[src/sv/htw_pkg.sv]
`timescale 1ns / 1ps
`default_nettype none
// ----------------------------------------------------------------------------
// htw_pkg
// Types and codes shared by the timer wheel controller, datapath and top.
// ----------------------------------------------------------------------------
package htw_pkg;

  localparam int CAPACITY = 8;
  localparam int BUCKETS  = 4;

  localparam logic [1:0] OP_SCHEDULE = 2'd0;
  localparam logic [1:0] OP_CANCEL   = 2'd1;
  localparam logic [1:0] OP_TICK     = 2'd2;
  localparam logic [1:0] OP_STOP     = 2'd3;

  localparam logic [2:0] KIND_SCHED   = 3'd0;
  localparam logic [2:0] KIND_CANCEL  = 3'd1;
  localparam logic [2:0] KIND_EXPIRY  = 3'd2;
  localparam logic [2:0] KIND_EMPTY   = 3'd3;
  localparam logic [2:0] KIND_REFUSED = 3'd4;
  localparam logic [2:0] KIND_STOP    = 3'd5;

  localparam logic [2:0] ERR_NONE      = 3'd0;
  localparam logic [2:0] ERR_CLOSED    = 3'd1;
  localparam logic [2:0] ERR_NOT_FUT   = 3'd2;
  localparam logic [2:0] ERR_FULL      = 3'd3;
  localparam logic [2:0] ERR_IDS_EXHST = 3'd4;

  typedef struct packed {
    logic [1:0]  opcode;
    logic [63:0] deadline;
    logic [31:0] token;
    logic [2:0]  slot_index;
    logic [63:0] handle_id;
  } in_item_t;

  typedef struct packed {
    logic [2:0]  kind;
    logic [2:0]  error;
    logic        accepted;
    logic [2:0]  slot_out;
    logic [63:0] id_out;
    logic [31:0] token_out;
    logic [63:0] deadline_out;
    logic [63:0] emit_tick;
    logic [3:0]  cancelled_count;
    logic [3:0]  pending_count;
    logic        last;
  } out_item_t;

  // controller -> datapath
  typedef struct packed {
    logic load_in;     // capture input transaction
    logic do_sched;    // decide and perform schedule, emit reply
    logic do_cancel;   // decide and perform cancel, emit reply
    logic do_stop;     // close and clear, emit reply
    logic tick_start;  // check, advance time, load walk pointer
    logic walk_step;   // visit one list slot
    logic tick_end;    // emit held final expiry, or empty tick if nothing was due
  } dp_cmd_t;

  // datapath -> controller
  typedef struct packed {
    logic [1:0] opcode;
    logic       refused;   // tick start refused
    logic       walk_done; // walk pointer exhausted or slot limit reached
    logic       emit;      // datapath put a result this cycle
  } dp_stat_t;

endpackage
`default_nettype wire

[src/sv/htw_ctrl.sv]
`timescale 1ns / 1ps
`default_nettype none
// ----------------------------------------------------------------------------
// htw_ctrl
// Sequencer: take one transaction, step the datapath, wait on output stalls.
// ----------------------------------------------------------------------------
module htw_ctrl import htw_pkg::*; (
  input  wire logic     clk,
  input  wire logic     rst,
  input  wire logic     in_valid,
  output logic          in_stall,
  input  wire logic     out_busy,
  input  wire dp_stat_t stat,
  output dp_cmd_t       cmd
);

  typedef enum logic [4:0] {
    S_IDLE  = 5'b00001,
    S_EXEC  = 5'b00010,
    S_WALK  = 5'b00100,
    S_END   = 5'b01000,
    S_WAIT  = 5'b10000
  } state_t;

  state_t state, state_next;

  assign in_stall = rst || (state != S_IDLE);

  always_comb begin
    cmd = '0;
    state_next = state;
    unique case (state)
      S_IDLE: begin
        if (in_valid) begin
          cmd.load_in = 1'b1;
          state_next = S_EXEC;
        end
      end
      S_EXEC: begin
        if (!out_busy) begin
          unique case (stat.opcode)
            OP_SCHEDULE: begin cmd.do_sched = 1'b1;  state_next = S_IDLE; end
            OP_CANCEL:   begin cmd.do_cancel = 1'b1; state_next = S_IDLE; end
            OP_STOP:     begin cmd.do_stop = 1'b1;   state_next = S_IDLE; end
            default: begin
              cmd.tick_start = 1'b1;
              state_next = stat.refused ? S_IDLE : S_WALK;
            end
          endcase
        end
      end
      S_WALK: begin
        if (stat.walk_done) begin
          state_next = S_END;
        end else if (!out_busy) begin
          cmd.walk_step = 1'b1;
        end
      end
      S_END: begin
        if (!out_busy) begin
          cmd.tick_end = 1'b1;
          state_next = S_WAIT;
        end
      end
      S_WAIT: begin
        state_next = S_IDLE;
      end
      default: state_next = S_IDLE;
    endcase
  end

  always_ff @(posedge clk) begin
    if (rst) begin
      state <= S_IDLE;
    end else begin
      state <= state_next;
    end
  end

endmodule
`default_nettype wire

[src/sv/htw_dp.sv]
`timescale 1ns / 1ps
`default_nettype none
// ----------------------------------------------------------------------------
// htw_dp
// Slot pool, bucket lists, time and id counters, and the output register.
// ----------------------------------------------------------------------------
module htw_dp import htw_pkg::*; (
  input  wire logic      clk,
  input  wire logic      rst,
  input  wire in_item_t  in_data,
  input  wire logic      cfg_valid,
  input  wire logic [63:0] cfg_data,
  input  wire dp_cmd_t   cmd,
  output dp_stat_t       stat,
  input  wire logic      out_stall,
  output logic           out_valid,
  output out_item_t      out_data,
  output logic           out_busy
);

  localparam int IW = $clog2(CAPACITY + 1);
  localparam int SW = $clog2(CAPACITY);
  localparam int BW = (BUCKETS > 1) ? $clog2(BUCKETS) : 1;
  localparam int CW = $clog2(CAPACITY + 1);
  localparam logic [IW-1:0] NONE = IW'(CAPACITY);
  localparam logic [63:0] TMAX = '1;

  logic [63:0]   slot_deadline [CAPACITY];
  logic [31:0]   slot_token    [CAPACITY];
  logic [63:0]   slot_id       [CAPACITY];
  logic [IW-1:0] slot_prev     [CAPACITY];
  logic [IW-1:0] slot_next     [CAPACITY];
  logic [CAPACITY-1:0] slot_active;
  logic [IW-1:0] bucket_head   [BUCKETS];
  logic [IW-1:0] free_head;
  logic [CW-1:0] pending;
  logic [63:0]   now_tick;
  logic [63:0]   next_id;
  logic          closed;
  in_item_t      req;
  logic [IW-1:0] cur;
  logic [CW-1:0] guard;
  logic          any_due;
  out_item_t     held;

  function automatic logic [BW-1:0] bucket_of(input logic [63:0] t);
    logic [63:0] r;
    r = t % 64'(BUCKETS);
    return r[BW-1:0];
  endfunction

  logic [IW-1:0] fs;
  logic [BW-1:0] sb;
  logic [IW-1:0] sched_nx;
  logic [2:0]    sched_err;
  logic          cancel_ok;
  logic [SW-1:0] cidx;
  logic [IW-1:0] ws;
  logic          wdue;
  logic [IW-1:0] rel_s, rel_p, rel_n;
  logic          rel_en;
  logic [63:0]   now_inc;
  logic          out_load;
  out_item_t     res;
  out_item_t     exp_res;

  assign fs = free_head;
  assign sb = bucket_of(req.deadline);
  assign sched_nx = bucket_head[sb];
  assign cidx = req.slot_index;
  assign ws = cur;
  assign now_inc = now_tick + 64'd1;

  always_comb begin
    if (closed)                          sched_err = ERR_CLOSED;
    else if (req.deadline <= now_tick)   sched_err = ERR_NOT_FUT;
    else if (free_head >= NONE)          sched_err = ERR_FULL;
    else if (next_id == TMAX)            sched_err = ERR_IDS_EXHST;
    else                                 sched_err = ERR_NONE;
  end

  assign cancel_ok = slot_active[cidx] && (slot_id[cidx] == req.handle_id);
  assign wdue = (ws < NONE) && (slot_deadline[ws[SW-1:0]] <= now_tick);

  always_comb begin
    rel_en = 1'b0;
    rel_s = IW'(cidx);
    if (cmd.do_cancel && cancel_ok) begin
      rel_en = 1'b1;
    end else if (cmd.walk_step && wdue) begin
      rel_en = 1'b1;
      rel_s = ws;
    end
  end
  assign rel_p = slot_prev[rel_s[SW-1:0]];
  assign rel_n = slot_next[rel_s[SW-1:0]];

  assign out_busy = out_valid && out_stall;
  assign stat.opcode = req.opcode;
  assign stat.refused = closed || (now_tick == TMAX);
  assign stat.walk_done = (cur >= NONE) || (guard >= CW'(CAPACITY));
  assign stat.emit = out_load;

  always_comb begin
    exp_res = '0;
    exp_res.kind = KIND_EXPIRY;
    exp_res.token_out = slot_token[ws[SW-1:0]];
    exp_res.deadline_out = slot_deadline[ws[SW-1:0]];
    exp_res.emit_tick = now_tick;
    exp_res.pending_count = 4'(pending - CW'(1));
  end

  always_comb begin
    res = '0;
    res.last = 1'b1;
    res.pending_count = 4'(pending);
    out_load = 1'b0;
    if (cmd.do_sched) begin
      out_load = 1'b1;
      res.kind = KIND_SCHED;
      res.error = sched_err;
      if (sched_err == ERR_NONE) begin
        res.accepted = 1'b1;
        res.slot_out = 3'(fs);
        res.id_out = next_id;
        res.pending_count = 4'(pending + CW'(1));
      end
    end else if (cmd.do_cancel) begin
      out_load = 1'b1;
      res.kind = KIND_CANCEL;
      res.accepted = cancel_ok;
      if (cancel_ok) res.pending_count = 4'(pending - CW'(1));
    end else if (cmd.do_stop) begin
      out_load = 1'b1;
      res.kind = KIND_STOP;
      res.cancelled_count = 4'(pending);
      res.pending_count = '0;
    end else if (cmd.tick_start && stat.refused) begin
      out_load = 1'b1;
      res.kind = KIND_REFUSED;
    end else if (cmd.walk_step && wdue && any_due) begin
      out_load = 1'b1;
      res = held;
    end else if (cmd.tick_end) begin
      out_load = 1'b1;
      if (any_due) begin
        res = held;
        res.last = 1'b1;
      end else begin
        res.kind = KIND_EMPTY;
        res.emit_tick = now_tick;
      end
    end
  end

  always_ff @(posedge clk) begin
    if (rst) begin
      out_valid <= 1'b0;
    end else if (out_load) begin
      out_valid <= 1'b1;
    end else if (!out_stall) begin
      out_valid <= 1'b0;
    end
    if (out_load) begin
      out_data <= res;
    end
  end

  // Hold each expiry until the walk shows whether it is the final one.
  always_ff @(posedge clk) begin
    if (cmd.load_in) req <= in_data;
    if (cmd.tick_start) begin
      cur <= bucket_head[bucket_of(now_inc)];
      guard <= '0;
      any_due <= 1'b0;
    end else if (cmd.walk_step) begin
      cur <= slot_next[ws[SW-1:0]];
      guard <= guard + CW'(1);
      if (wdue) begin
        any_due <= 1'b1;
        held <= exp_res;
      end
    end
  end

  always_ff @(posedge clk) begin
    if (rst || cmd.do_stop) begin
      for (int i = 0; i < CAPACITY; i++) begin
        slot_next[i] <= IW'(i + 1);
        if (rst) begin
          slot_prev[i] <= NONE;
          slot_deadline[i] <= '0;
          slot_token[i] <= '0;
          slot_id[i] <= '0;
        end
      end
      for (int b = 0; b < BUCKETS; b++) bucket_head[b] <= NONE;
      slot_active <= '0;
      free_head <= '0;
      pending <= '0;
      if (rst) begin
        now_tick <= '0;
        next_id <= 64'd1;
        closed <= 1'b0;
      end else begin
        closed <= 1'b1;
      end
    end else begin
      if (cfg_valid) now_tick <= cfg_data;
      if (cmd.do_sched && sched_err == ERR_NONE) begin
        free_head <= slot_next[fs[SW-1:0]];
        slot_deadline[fs[SW-1:0]] <= req.deadline;
        slot_token[fs[SW-1:0]] <= req.token;
        slot_id[fs[SW-1:0]] <= next_id;
        next_id <= next_id + 64'd1;
        slot_active[fs[SW-1:0]] <= 1'b1;
        slot_prev[fs[SW-1:0]] <= NONE;
        slot_next[fs[SW-1:0]] <= sched_nx;
        if (sched_nx < NONE) slot_prev[sched_nx[SW-1:0]] <= fs;
        bucket_head[sb] <= fs;
        pending <= pending + CW'(1);
      end
      if (cmd.tick_start && !stat.refused) now_tick <= now_inc;
      if (rel_en) begin
        if (rel_p >= NONE) bucket_head[bucket_of(slot_deadline[rel_s[SW-1:0]])] <= rel_n;
        else slot_next[rel_p[SW-1:0]] <= rel_n;
        if (rel_n < NONE) slot_prev[rel_n[SW-1:0]] <= rel_p;
        slot_active[rel_s[SW-1:0]] <= 1'b0;
        slot_next[rel_s[SW-1:0]] <= free_head;
        free_head <= rel_s;
        if (pending > '0) pending <= pending - CW'(1);
      end
    end
  end

endmodule
`default_nettype wire

[src/sv/hashed_timer_wheel_top.sv]
`timescale 1ns / 1ps
`default_nettype none
// ----------------------------------------------------------------------------
// hashed_timer_wheel_top
// Hashed timer wheel with a fixed slot pool and per-bucket linked lists.
//
// channel | handshake          | payload
// in      | in_valid/in_stall  | in_data (in_item_t)
// out     | out_valid/out_stall| out_data (out_item_t)
// cfg     | cfg_valid/cfg_ready| cfg_data (start_tick)
//
// Schedule, cancel, stop and a refused tick each give one result.
// A tick walks one bucket list, visiting at most CAPACITY slots.
// Synchronous reset restores the whole pool at once.
// Output stalls hold the sequencer before each result is loaded.
// ----------------------------------------------------------------------------
module hashed_timer_wheel_top import htw_pkg::*; (
  input  wire logic        clk,
  input  wire logic        rst,
  input  wire logic        in_valid,
  output logic             in_stall,
  input  wire in_item_t    in_data,
  output logic             out_valid,
  input  wire logic        out_stall,
  output out_item_t        out_data,
  input  wire logic        cfg_valid,
  output logic             cfg_ready,
  input  wire logic [63:0] cfg_data
);

  dp_cmd_t  cmd;
  dp_stat_t stat;
  logic     out_busy;

  assign cfg_ready = !rst;

  htw_ctrl u_ctrl (
    .clk(clk), .rst(rst), .in_valid(in_valid), .in_stall(in_stall),
    .out_busy(out_busy), .stat(stat), .cmd(cmd)
  );

  htw_dp u_dp (
    .clk(clk), .rst(rst), .in_data(in_data), .cfg_valid(cfg_valid),
    .cfg_data(cfg_data), .cmd(cmd), .stat(stat), .out_stall(out_stall),
    .out_valid(out_valid), .out_data(out_data), .out_busy(out_busy)
  );

  a_one_op: assert property (@(posedge clk) disable iff (rst)
    $onehot0({cmd.load_in, cmd.do_sched, cmd.do_cancel, cmd.do_stop,
              cmd.tick_start, cmd.walk_step, cmd.tick_end}))
    else $error("more than one datapath command");

  a_no_overwrite: assert property (@(posedge clk) disable iff (rst)
    stat.emit |-> !(out_valid && out_stall))
    else $error("result loaded over a stalled result");

  a_load_idle: assert property (@(posedge clk) disable iff (rst)
    cmd.load_in |=> in_stall)
    else $error("sequencer did not leave idle");

endmodule
`default_nettype wire

[config.mk]
export PLATFORM = sky130hd
export DESIGN_NAME = hashed_timer_wheel_top
export DESIGN_NICKNAME = d
export VERILOG_FILES = /design/src/sv/htw_pkg.sv /design/src/sv/htw_ctrl.sv /design/src/sv/htw_dp.sv /design/src/sv/hashed_timer_wheel_top.sv
export SDC_FILE = /design/constraint.sdc
export NUM_CORES = 2
export LEC_CHECK = 0
export ABC_AREA = 1
export BUFFER_PORTS_ARGS = -buffer_cell sky130_fd_sc_hd__buf_2
export CAP_MARGIN = 25
export CORE_ASPECT_RATIO = 1.2
export CORE_MARGIN = 2
export CORE_UTILIZATION = 32
export CTS_BUF_LIST = sky130_fd_sc_hd__clkbuf_4 sky130_fd_sc_hd__clkbuf_8 sky130_fd_sc_hd__clkbuf_16
export DETAILED_ROUTE_END_ITERATION = 10
export SLEW_MARGIN = 20
export SYNTH_ARGS = -nofsm -noshare
export SYNTH_HDL_FRONTEND = slang
export SYNTH_SLANG_ARGS = --single-unit
[constraint.sdc]
create_clock -name clk -period 16.5 [get_ports clk]
set_input_delay 2.475 -clock clk [delete_from_list [all_inputs] [get_ports clk]]
set_output_delay 2.475 -clock clk [all_outputs]
set_load 0.05 [all_outputs]
* Word-level counts from Yosys, hierarchy flattened *
Memories as Yosys holds them, arrays and structs flattened. A register that Yosys moved wholly into a read port is not among the register bits.
Index checks and enable logic that the tools add are counted.

operators by class
  add/subtract/negate cells = 5
  multiply operators = 0
  div/mod/pow operators = 0
  $lt $le $gt $ge = 15
  eq/ne operators = 16
  shift-type cells = 0
  mux-type cells = 150
  bitwise gates (word level) = 4
  reductions and logical operators = 42

operators with widths
  kind                                                                          count
  243-bit 2-to-1 mux                                                            5
  64-bit 2-to-1 mux                                                             10
  231-bit 2-to-1 mux                                                            2
  242-bit 2-to-1 mux                                                            1
  240-bit 2-to-1 mux                                                            1
  64-bit by 1-bit adder with 64-bit output, second input constant               2
  64-bit == test, second input constant                                         2
  64-bit less-or-equal comparator                                               2
  64-bit OR reduction                                                           2
  96-bit 2-to-1 mux                                                             1
  4-bit 2-to-1 mux                                                              23
  71-bit 2-to-1 mux                                                             1
  68-bit 2-to-1 mux                                                             1
  3-bit 2-to-1 mux                                                              22
  1-bit 2-to-1 mux                                                              65
  64-bit == test                                                                1
  4-bit OR reduction                                                            9
  32-bit 2-to-1 mux                                                             1
  8-bit 2-to-1 mux                                                              4
  32-bit OR reduction                                                           1
  5-bit 2-to-1 mux                                                              6
  5-bit one-hot mux with 4 select lines                                         1
  4-bit greater-or-equal comparator, second input constant                      4
  3-bit by 4-bit less-than comparator with 1-bit output, second input constant  3
  33 further kinds                                                              62

word-level totals
  bits in registers = 700
  bits in latches = 0
  RAM bits = 1360
  bits in read-only memories = 0
  bits of input ports = 234
  output and inout bits = 246
  logic and storage cells = 270
  memories kept = 6

memory list
  name                words  width  read ports  clocked after memory_dff  wr ports  line          RTL
  u_dp.slot_deadline  8      64     2           1                         8         htw_dp.sv:28  logic [63:0] slot_deadline [CAPACITY];
  u_dp.slot_id        8      64     1           1                         8         htw_dp.sv:30  logic [63:0] slot_id [CAPACITY];
  u_dp.slot_token     8      32     1           1                         8         htw_dp.sv:29  logic [31:0] slot_token [CAPACITY];
  u_dp.slot_next      8      4      3           2                         8         htw_dp.sv:32  logic [IW-1:0] slot_next [CAPACITY];
  u_dp.slot_prev      8      4      1           0                         8         htw_dp.sv:31  logic [IW-1:0] slot_prev [CAPACITY];
  u_dp.bucket_head    4      4      2           1                         4         htw_dp.sv:34  logic [IW-1:0] bucket_head [BUCKETS];

* Longest topological paths before layout *
  word-level depth = 15
  depth in mapped cells = 42
  depth with buffers taken out = 37

* By module *
A second synthesis with hierarchy kept.

second synthesis, totals
  cells, all modules = 10040
  area total of the unflattened synthesis = 97770.0 µm²

by module, submodules not included
  module                  instances  cells each  area each (µm²)  seq. area each (µm²)
  htw_dp                  1          9975        97377.1          62670.1
  htw_ctrl                1          64          389.1            100.1
  hashed_timer_wheel_top  1          1           3.8              0.0

* Worst setup path before layout *
Ideal clock, no wire load.

  path type = input -> register
  start = in out_stall
  end = reg, netlist name u_dp.out_data[0]
  setup time = 2.485 ns
  arrival time = 8.771 ns
  data required time = 14.015 ns
  slack = 5.244 ns
  cell stages on the path = 11
  path buffers = 0
  cell sequence = nand2_1 inv_1 nor2_1 inv_1 nor2_1 inv_1 nor2_1 inv_1 o21ai_0 nor2_1 nand3_1

RTL lines
  what                line                          RTL
  start: declaration  hashed_timer_wheel_top.sv:24  input wire logic out_stall,

==> flow_metrics.py <==
metrics = {
    "detailed_routing": {
        "dr_total_vias": 71330,
        "first_pass_iters": 6,
        "vias_per_cell": 5.251,
        "wire_per_inst_um": 24.07,
        "drt_iter0_drc": 7819,
        "finalWirelength_um": 327100,
        "drc_errors": 0,
        "ant_nets": 0,
    },
    "global_route": {
        "busiest_layer": "met2",
        "grt_use_met3": 0.03122,
        "grtUsageTotal": 0.2095,
        "gr-total-overflow": 0,
        "use_met1": 0.2612,
        "grt_pass1_vias": 68770,
        "antenna_found_initial": 40,
        "grt_first_pass_wirelength_um": 468800,
        "grt_max_degree": 139,
        "use_met2": 0.3464,
    },
    "clock_tree": {
        "clkLatencyLatePin_ns": 0.93,
        "post_cts_buffers": 0,
        "cts_sinks": 2103,
        "post_cts_resized": 0,
        "clk_pin_slew_ns": 0.06,
        "root_buffer": "clkbuf_16",
        "clockBufferDepth": 4,
        "cts_tree": "done",
        "cts-buffers-inserted": 213,
        "htreeDepth": 4,
        "cts-hold-fix-buffers": 0,
    },
    "setup_path": {
        "cp.arrival_ns": 9.57,
        "r2r_cells": 28,
        "worst_path_max_delay_cell": "buf_4",
        "required_ns": 17.11,
        "cp_max_fo": 75,
        "critPathMaxStageDelay_ns": 0.78,
        "critPathMostFrequentCell": "nand2_1",
        "start_kind": "register",
        "cp-end-kind": "register",
        "worstSetupPathType": "reg -> reg",
    },
    "sta": {
        "finalSetupViolCount": 0,
        "fmax_mhz": 111.7,
        "worstMarginPinSlew_ns": 1.181,
        "finClkSkew_ns": 0.1022,
        "relSlewSlack": 0.2125,
        "fin_crit_sh": 0.5428,
        "setup_tns_ns": 0,
        "slew_violations": 0,
        "period_needed_ns": 8.956,
        "hold_viol": 0,
        "rsz0062_at_grt": "false",
    },
    "synthesis": {
        "yosys_warnings": 0,
        "syn_inst": 9244,
        "yosysUniqueCellTypes": 52,
        "synth_area_per_cell_um2": 10.26,
        "ys_ff_latch": 2103,
        "async_reset_ff_frac": 0,
        "synthFlopType": "edfxtp_1",
        "synth_area_mm2": 0.09488,
        "synth_edf_count": 2065,
        "yosysSeqAreaShare": 0.6616,
        "syn_nets": 9613,
    },
    "floorplan": {
        "fp-row-count": 219,
        "design.die.area_mm2": 0.3009,
        "fp.dieH_um": 600.5,
        "die_w_um": 501.1,
        "core-area_mm2": 0.2957,
        "start_util": 0.3209,
        "io_pins": 480,
    },
    "final_layout": {
        "syn_to_final_growth_pct": 13.72,
        "final_cell_mix": "2801 x nor2_1, 2065 x edfxtp_1, 971 x nand2_1",
        "design_area_mm2": 0.1079,
        "final_common_cell": "nor2_1",
        "nets": 9887,
        "drive_above_1_share": 0.1044,
    },
    "power": {
        "p_leak_nw": 41.16,
        "p_int_mw": 10.10,
        "combPwrFrac": 0.254,
        "ir_drop_mv": 0.1877,
        "p_switching_mw": 5.534,
        "powerDensity_mw_per_mm2": 144.9,
        "p_sw_frac": 0.3540,
        "seq_power_share": 0.437,
        "p_clk_frac": 0.309,
    },
    "worst_hold_path": {
        "holdPathStages": 0,
        "hold_class": "reg -> reg",
    },
    "place": {
        "gp_congestion": 0.9543,
        "dp_hpwl_um": 204500,
        "place_area_mm2": 0.1009,
        "portBuffers": 479,
    },
    "status": {
        "outcome": "finished clean",
    },
    "flow_run": {
        "drv_cap": 0,
    },
}
==> layout make-up <==
type	instances	area (µm²)
Clock buffer	260	5772
Antenna cell	30	75.07
Clock inverter	125	1031
Inverter	636	2419
Sequential cell	2103	62790
Timing Repair Buffer	582	3368
Multi-Input combinational cell	5982	27600
Tap cell	3867	4838
Fill cell	29080	187800
==> logic make-up after synthesis <==
group           after synthesis  share of synthesized area
compound gates             1499                    0.08502
xor+xnor                     89                   0.008216
fa+ha+maj                   135                    0.01780
buf+inv                    1159                    0.04944
flops                      2103                     0.6616
simple gates               4259                     0.1779
==> state kept, by name (all words and copies together) (netlist names), named ones only <==
register and cells:
u_ctrl.state 5, u_dp.any_due 1, u_dp.bucket_head 16, u_dp.cidx 3, u_dp.closed 1, u_dp.cur 4
u_dp.free_head 4, u_dp.guard 4, u_dp.held 164, u_dp.next_id 64, u_dp.now_tick 64, u_dp.out_data 243
u_dp.out_valid 1, u_dp.pending 4, u_dp.req 160, u_dp.slot_active 8, u_dp.slot_deadline 512, u_dp.slot_id 512
u_dp.slot_next 32, u_dp.slot_prev 32, u_dp.slot_token 256, u_dp.stat 2
==> routing by layer <==
layer | part of all wire | wire length, µm
met5 | 0.00048 | 158
met4 | 0.061 | 19940
met3 | 0.079 | 25740
met2 | 0.48 | 156200
met1 | 0.38 | 125100
==> per-stage QoR <==
step / hold WS, ns / instances / power [mW] / setup slack (ns) / utilization
after floorplan: 0.4349 / 9244 / 9.427 / 5.244 / -
after global placement: 0.4365 / 13170 / 10.82 / 7.923 / 0.3413
after detailed placement: 0.4445 / 13170 / 10.86 / 7.773 / 0.3414
after CTS: 0.4608 / 13550 / 15.65 / 7.748 / 0.3644
after global routing: 0.4650 / 13580 / 16.24 / 7.132 / 0.3648
final: 0.4634 / 13590 / 15.63 / 7.544 / 0.3649
==> cell usage after synthesis, types with 3 or more instances <==
library cell  number  share of area
a32oi_1            4        0.00037
o221ai_1           4        0.00037
nor4b_1            3        0.00028
o211ai_1          48         0.0038
o2111ai_1          4        0.00037
nor3_1            99         0.0052
a31oi_1          108         0.0071
inv_1            599          0.024
or2_2              7        0.00046
nand2_2           11        0.00073
ha_1             135          0.018
nand3_1          201          0.011
nor2_1          2802           0.11
nand4_1           58         0.0038
o21a_1            11        0.00087
clkinv_1          31         0.0012
a211oi_1           3        0.00024
buf_6             18         0.0021
nor2_2            14        0.00092
dfxtp_1           38         0.0080
nor2_4             7        0.00083
a221oi_1           3        0.00028
buf_4             13         0.0010
clkbuf_1         332          0.013
nor3b_1            5        0.00040
a21o_1            12        0.00095
o21ai_1           65         0.0034
nand2_1          989          0.039
nor4_1            42         0.0028
o21ai_0          876          0.046
buf_1             35         0.0014
nand3b_1           9        0.00071
edfxtp_1        2065           0.65
a21oi_1          233          0.012
xor2_1            89         0.0082
inv_2              6        0.00024
buf_2            125         0.0066
o22ai_1          118         0.0078
==> critical path, delay by kind of cell (launching register included) <==
family,cells,cell delay [ns]
fa+ha+maj,1,0.41
compound gates,8,2.26
buf+inv,5,2.66
simple gates,14,2.37
flops,1,0.62
==> worst paths after layout <==
| check | startpoint | endpoint | slack (ns) |
|---|---|---|---|
| max reg2reg | register | u_dp.out_data[2]$_DFFE_PP_ | 7.54 |
| min | u_dp.now_tick[30]$_SDFFCE_PP0P_ | u_dp.held[39]$_DFFE_PP_ | 0.46 |
| min reg2reg | u_dp.now_tick[30]$_SDFFCE_PP0P_ | u_dp.held[39]$_DFFE_PP_ | 0.46 |
| max | register | u_dp.out_data[2]$_DFFE_PP_ | 7.54 |
==> power by group through the flow <==
| stage | logic (mW) | clock network, mW | registers [mW] |
|---|---|---|---|
| 5_1_grt | 4.30 | 5.07 | 6.86 |
| 3_5_place_dp | 3.92 | 0 | 6.94 |
| 4_1_cts | 3.93 | 4.89 | 6.83 |
| 2_1_floorplan | 2.24 | 0 | 7.18 |
| 6_report | 3.97 | 4.83 | 6.83 |
| 3_3_place_gp | 3.89 | 0 | 6.93 |
No activity file was read; power rests on OpenSTA's default activity.
